===== src/hdl/tnap_pkg.sv =====
// types and constants shared by the triangle normal arrow projection block
// no dependencies
package tnap_pkg;

    typedef enum logic [2:0] {
        CFG_ORIGIN_COL    = 3'd0,
        CFG_ORIGIN_ROW    = 3'd1,
        CFG_SHIFT_X       = 3'd2,
        CFG_SHIFT_Y       = 3'd3,
        CFG_SHIFT_Z       = 3'd4,
        CFG_PIXEL_SCALE   = 3'd5,
        CFG_DEPTH_SCALE   = 3'd6,
        CFG_NORMAL_LENGTH = 3'd7
    } t_cfg_idx;

    localparam int unsigned CFG_DATA_W = 32;
    localparam int unsigned COORD_W    = 32;
    localparam int unsigned DIFF_W     = COORD_W + 1;
    localparam int unsigned TSUM_W     = COORD_W + 2;
    localparam int unsigned RAD_W      = 64;
    localparam int unsigned ROOT_W     = 32;
    localparam int unsigned NUM_W      = 63;

    typedef struct packed {
        logic [14:0]        origin_col;
        logic [14:0]        origin_row;
        logic signed [31:0] shift_x;
        logic signed [31:0] shift_y;
        logic signed [31:0] shift_z;
        logic [31:0]        pixel_scale;
        logic [31:0]        depth_scale;
        logic [30:0]        normal_length;
    } t_cfg;

    typedef struct packed {
        logic signed [DIFF_W-1:0] d1x;
        logic signed [DIFF_W-1:0] d1y;
        logic signed [DIFF_W-1:0] d1z;
        logic signed [DIFF_W-1:0] d2x;
        logic signed [DIFF_W-1:0] d2y;
        logic signed [DIFF_W-1:0] d2z;
        logic signed [TSUM_W-1:0] tx;
        logic signed [TSUM_W-1:0] ty;
        logic signed [TSUM_W-1:0] tz;
    } t_tri;

    typedef struct packed {
        logic vld;
        t_tri tri_d;
    } t_fq_out;

endpackage


===== src/hdl/tnap_front.sv =====
// front end: accepts a triangle, forms edge differences and vertex sum,
// and queues them for the back end; uses tnap_pkg
module tnap_front (
    input  logic                  i_clk,
    input  logic                  i_rst_n,
    input  logic                  i_valid,
    output logic                  o_ready,
    input  logic signed [31:0]    i_ax,
    input  logic signed [31:0]    i_ay,
    input  logic signed [31:0]    i_az,
    input  logic signed [31:0]    i_bx,
    input  logic signed [31:0]    i_by,
    input  logic signed [31:0]    i_bz,
    input  logic signed [31:0]    i_cx,
    input  logic signed [31:0]    i_cy,
    input  logic signed [31:0]    i_cz,
    output tnap_pkg::t_fq_out     o_q,
    input  logic                  i_pop
);
    import tnap_pkg::*;

    localparam int unsigned DEPTH = 4;
    localparam int unsigned PTR_W = $clog2(DEPTH);

    t_tri               r_mem [DEPTH];
    logic [PTR_W-1:0]   r_wr_ptr;
    logic [PTR_W-1:0]   r_rd_ptr;
    logic [PTR_W:0]     r_count;
    logic [PTR_W:0]     n_count;
    t_tri               n_tri;
    logic               push;
    logic               pop;

    assign o_ready = (r_count != (PTR_W+1)'(DEPTH));
    assign push    = i_valid && o_ready;
    assign pop     = i_pop && (r_count != '0);

    always_comb begin
        n_tri.d1x = $signed({i_ax[31], i_ax}) - $signed({i_bx[31], i_bx});
        n_tri.d1y = $signed({i_ay[31], i_ay}) - $signed({i_by[31], i_by});
        n_tri.d1z = $signed({i_az[31], i_az}) - $signed({i_bz[31], i_bz});
        n_tri.d2x = $signed({i_bx[31], i_bx}) - $signed({i_cx[31], i_cx});
        n_tri.d2y = $signed({i_by[31], i_by}) - $signed({i_cy[31], i_cy});
        n_tri.d2z = $signed({i_bz[31], i_bz}) - $signed({i_cz[31], i_cz});
        n_tri.tx  = $signed({{2{i_ax[31]}}, i_ax}) + $signed({{2{i_bx[31]}}, i_bx})
                  + $signed({{2{i_cx[31]}}, i_cx});
        n_tri.ty  = $signed({{2{i_ay[31]}}, i_ay}) + $signed({{2{i_by[31]}}, i_by})
                  + $signed({{2{i_cy[31]}}, i_cy});
        n_tri.tz  = $signed({{2{i_az[31]}}, i_az}) + $signed({{2{i_bz[31]}}, i_bz})
                  + $signed({{2{i_cz[31]}}, i_cz});
    end

    always_comb begin
        n_count = r_count;
        if (push && !pop) begin
            n_count = r_count + 1'b1;
        end else if (pop && !push) begin
            n_count = r_count - 1'b1;
        end
    end

    always_ff @(posedge i_clk) begin
        if (!i_rst_n) begin
            r_wr_ptr <= '0;
            r_rd_ptr <= '0;
            r_count  <= '0;
        end else begin
            r_count <= n_count;
            if (push) begin
                r_wr_ptr <= r_wr_ptr + 1'b1;
            end
            if (pop) begin
                r_rd_ptr <= r_rd_ptr + 1'b1;
            end
        end
    end

    always_ff @(posedge i_clk) begin
        if (push) begin
            r_mem[r_wr_ptr] <= n_tri;
        end
    end

    assign o_q.vld   = (r_count != '0);
    assign o_q.tri_d = r_mem[r_rd_ptr];

`ifndef SYNTH
    a_count_bound: assert property (@(posedge i_clk) disable iff (!i_rst_n)
        r_count <= (PTR_W+1)'(DEPTH))
        else $error("queue count beyond depth");
    a_count_up: assert property (@(posedge i_clk) disable iff (!i_rst_n)
        (push && !pop) |=> (r_count == $past(r_count) + 1'b1))
        else $error("queue count did not grow on push");
    a_ptr_gap: assert property (@(posedge i_clk) disable iff (!i_rst_n)
        (r_wr_ptr - r_rd_ptr) == r_count[PTR_W-1:0])
        else $error("queue pointers disagree with count");
`endif

endmodule


===== config.mk =====
export PLATFORM = sky130hd
export DESIGN_NAME = tnap_front
export DESIGN_NICKNAME = d
export VERILOG_FILES = /design/src/hdl/tnap_pkg.sv /design/src/hdl/tnap_front.sv
export SDC_FILE = /design/constraint.sdc
export NUM_CORES = 2
export LEC_CHECK = 0
export BUFFER_PORTS_ARGS = -buffer_cell sky130_fd_sc_hd__clkbuf_2
export CELL_PAD_IN_SITES_DETAIL_PLACEMENT = 1
export CELL_PAD_IN_SITES_GLOBAL_PLACEMENT = 1
export CORE_MARGIN = 5
export CORE_UTILIZATION = 43
export DETAILED_ROUTE_END_ITERATION = 12
export MAX_ROUTING_LAYER = met4
export PLACE_DENSITY = 0.81
export SKIP_CTS_REPAIR_TIMING = 1
export SYNTH_ARGS = -nofsm -noshare
export SYNTH_HDL_FRONTEND = slang
export SYNTH_SLANG_ARGS = --single-unit

===== constraint.sdc =====
create_clock -name i_clk -period 15.1 [get_ports i_clk]
set_input_delay 0 -clock i_clk [delete_from_list [all_inputs] [get_ports i_clk]]
set_output_delay 0 -clock i_clk [all_outputs]
set_load 0.03 [all_outputs]

==> results.py <==
metrics = {
    "floorplan": {
        "die_height_microns": 385,
        "initial_core_util": 0.433,
        "coreArea_sq_um": 140000,
        "core.rowCount": 137,
        "design.die.area_sq_um": 148000,
        "io_pins": 594,
        "die_w_microns": 385,
    },
    "setup_path": {
        "timing.critical_path.mode_cell": "buf_4",
        "crit_chain": "buf_4, buf_4, buf_4, mux4_2, clkbuf_2",
        "worstSetupStartpointType": "flop",
        "reg2reg_to": "r_mem[3][56]$_DFFE_PP_",
        "slowest_delay_ps": 950,
        "r2r-start": "r_count[0]$_SDFFE_PN0P_",
        "critPathKind": "flop to primary output",
        "r2r_cells": 5,
        "worst-path-stages": 5,
        "worst_path_max_delay_cell": "dfxtp_4",
        "critPathCaptureType": "primary output",
        "arrival_ps": 5010,
        "crit_fanout": 43,
        "cp_num_buf_inv": 4,
        "worstPathRequired_ps": 15100,
        "ff2ff_setup_slack_ps": 11480,
        "crit_family": "buffers and inverters",
        "worstSetupEndpoint": "o_q[233]",
    },
    "sta": {
        "skew_ps": 21.1,
        "fin_crit_ps": 5010,
        "tns_ps": 0,
        "slew_headroom": 0.220,
        "fmax_mhz": 200,
        "maxSlewViolCount": 0,
        "fin_crit_sh": 0.332,
        "fin_ws_ps": 10090,
        "final_hold_viol_count": 57,
        "worstMarginPinSlew_ps": 1170,
        "whs_ps": -37.5,
        "rsz0062_at_grt": "false",
        "setup_viol": 0,
    },
    "yosys": {
        "synth-async-reset-ratio": 0,
        "ys.flop_type": "edfxtp_1",
        "synth_compound_area_frac": 0.0848,
        "synth_warnings": 0,
        "avgSynthCellArea_sq_um": 15.5,
        "ys_seq_area_frac": 0.598,
        "syn_inst": 3917,
        "synth_area_sq_um": 60500,
        "synthSimpleGateAreaFrac": 0.0497,
        "ys_types": 90,
        "synth_xor_area_frac": 0.0357,
        "synth_nets": 4608,
        "synth_top_family_by_area": "multiplexers",
        "yosys_register_bits": 1209,
        "muxShareOfSynthArea": 0.112,
        "synth_edf_count": 1200,
        "synthAdderAreaFrac": 0.0956,
    },
    "grt": {
        "antenna_found_initial": 26,
        "grt_start_max_net_pins": 125,
        "grt_pass1_vias": 40300,
        "grt_usage": 0.243,
        "grt_overflow_total": 0,
        "grt_pass1_wl_mm": 261,
    },
    "run": {
        "maxCapViolCount": 0,
    },
    "power_and_ir_drop": {
        "p_seq_frac": 0.379,
        "leakagePower_uw": 0.0267,
        "p_int_uw": 7740,
        "p_per_area_nw_per_um2": 169,
        "switchingPower_uw": 4400,
        "worst_ir_drop_vdd_uv": 113,
        "swShare": 0.362,
        "combinationalPowerShare": 0.356,
        "power_frac_clock": 0.266,
    },
    "drt": {
        "drt_iter0_drc": 2736,
        "drc_errors": 0,
        "ant_nets": 0,
        "dr.pass1.iters": 7,
        "post_drt_wl_per_cell_microns": 26.6,
        "wirelength_mm": 179,
        "vias": 38400,
        "via_per_inst": 5.70,
    },
    "cts": {
        "cts_buffers": 135,
        "clkSinkCount": 1209,
        "clk_pin_slew_ps": 60,
        "cts_tree": "built",
        "htreeDepth": 4,
        "clk_latency_ps": 760,
        "root_buffer": "clkbuf_16",
        "clock_path_buffers": 3,
    },
    "placed_design": {
        "port_buffers": 593,
        "place_congestion": 0.894,
        "pre_cts_slack_ps": 10550,
        "dp_hpwl_mm": 129,
    },
    "finish": {
        "final_nets": 5425,
        "drive_above_1_share": 0.238,
        "area_growth_pct": 18.5,
    },
    "min_path": {
        "worst_hold_path_type": "primary input to flop",
    },
    "outcome": {
        "violations": "negative hold slack",
        "status": "finished, violations left",
    },
}
==> Yosys cell counts (45+ instances only) <==
master,instances,area (sq um)
nor2b_1,53,332
a21o_1,125,938
fa_1,106,2120
inv_1,278,1040
nand2_1,136,510
clkbuf_1,52,195
xnor2_1,166,1450
o21ai_0,117,586
mux4_2,300,6760
xor2_1,81,709
nor3_1,45,225
o21a_1,47,353
edfxtp_1,1200,36000
ha_1,293,3670
a21oi_1,234,1170
nor2_1,165,619
==> power groups by stage <==
| stage | Clock (uW) | Sequential, uW | Combinational [uW] |
|---|---|---|---|
| after floorplan | 0 | 4690 | 2880 |
| after global placement | 0 | 4630 | 4210 |
| after detailed placement | 0 | 4670 | 4290 |
| after CTS | 3290 | 4600 | 4320 |
| after global routing | 3450 | 4630 | 4590 |
| final | 3230 | 4600 | 4320 |
==> cell usage in the layout (no fill, tap or decap), types with 29 or more instances in the layout <==
| cell | instances |
|---|---|
| edfxtp_1 | 1200 |
| clkbuf_2 | 593 |
| mux4_2 | 300 |
| ha_1 | 293 |
| inv_1 | 278 |
| a21oi_1 | 234 |
| xnor2_1 | 166 |
| nor2_1 | 165 |
| dlygate4sd3_1 | 155 |
| nand2_1 | 136 |
| clkbuf_16 | 136 |
| a21o_1 | 125 |
| o21ai_0 | 117 |
| fa_1 | 106 |
| xor2_1 | 81 |
| nor2b_1 | 53 |
| o21a_1 | 47 |
| nor3_1 | 45 |
| nand3_1 | 44 |
| o21bai_1 | 36 |
| nand2b_1 | 32 |
| nand4_1 | 31 |
| a211oi_1 | 30 |
| clkbuf_1 | 29 |
==> per-stage QoR <==
stage	std cells	util	power [uW]	cell area, sq um
detailed placement	6318	0.471	8960	65800
CTS	6562	0.502	12200	70100
global placement	6317	0.471	8840	65800
floorplan	3917	-	7570	60500
global route	6739	0.513	12700	71700
finish	6740	0.513	12100	71700
==> logic make-up (layout without fill, tap and decap cells) <==
kind of cell / count (synthesis) / in the layout
other cells: 0 / 23
simple gates: 608 / 608
compound gates: 773 / 773
mux: 305 / 305
buf+inv: 376 / 1300
fa+ha+maj: 399 / 399
xor+xnor: 247 / 247
flops: 1209 / 1209
==> worst min-delay path: cells and delay by family <==
family / cells / cell delay (ps)
xor gates and xnor gates: 1 / 160
adders and majority gates: 1 / 190
buffers and inverters: 2 / 180
==> metal layers <==
metal | global-route usage | wire [microns]
met4 | 0.0664 | 4910
met5 | - | 0
met1 | 0.299 | 71700
met3 | 0.0653 | 14000
met2 | 0.398 | 88500
==> final cells by class <==
| cell class | count | area [sq um] |
|---|---|---|
| diodes | 23 | 57.6 |
| clock buffers | 165 | 3510 |
| clock inverters | 79 | 820 |
| fillers | 13700 | 68000 |
| inverters | 278 | 1040 |
| multi-input cells | 2332 | 22900 |
| flip-flops and latches | 1209 | 36200 |
| well taps | 1876 | 2350 |
| repair buffers | 778 | 4780 |
==> flip-flops by register name (all words and copies together) (netlist names), named ones only <==
signal	count
r_count	3
r_rd_ptr	2
r_wr_ptr	2
r_mem	1200
==> worst min path at each step <==
stage / startpoint / endpoint / cells after the start / slack (ps)
2_1_floorplan: i_rst_n / flop / 1 / 120
3_3_place_gp: i_rst_n / r_rd_ptr[0]$_SDFFE_PN0P_ / 2 / 330
3_5_place_dp: i_rst_n / r_wr_ptr[0]$_SDFFE_PN0P_ / 2 / 330
4_1_cts: i_rst_n / r_wr_ptr[0]$_SDFFE_PN0P_ / 2 / -510
5_1_grt: i_bz[24] / r_mem[1][126]$_DFFE_PP_ / 3 / -4
6_report: i_cz[26] / r_mem[3][128]$_DFFE_PP_ / 4 / -40
Power figures use the tool's default switching activity.
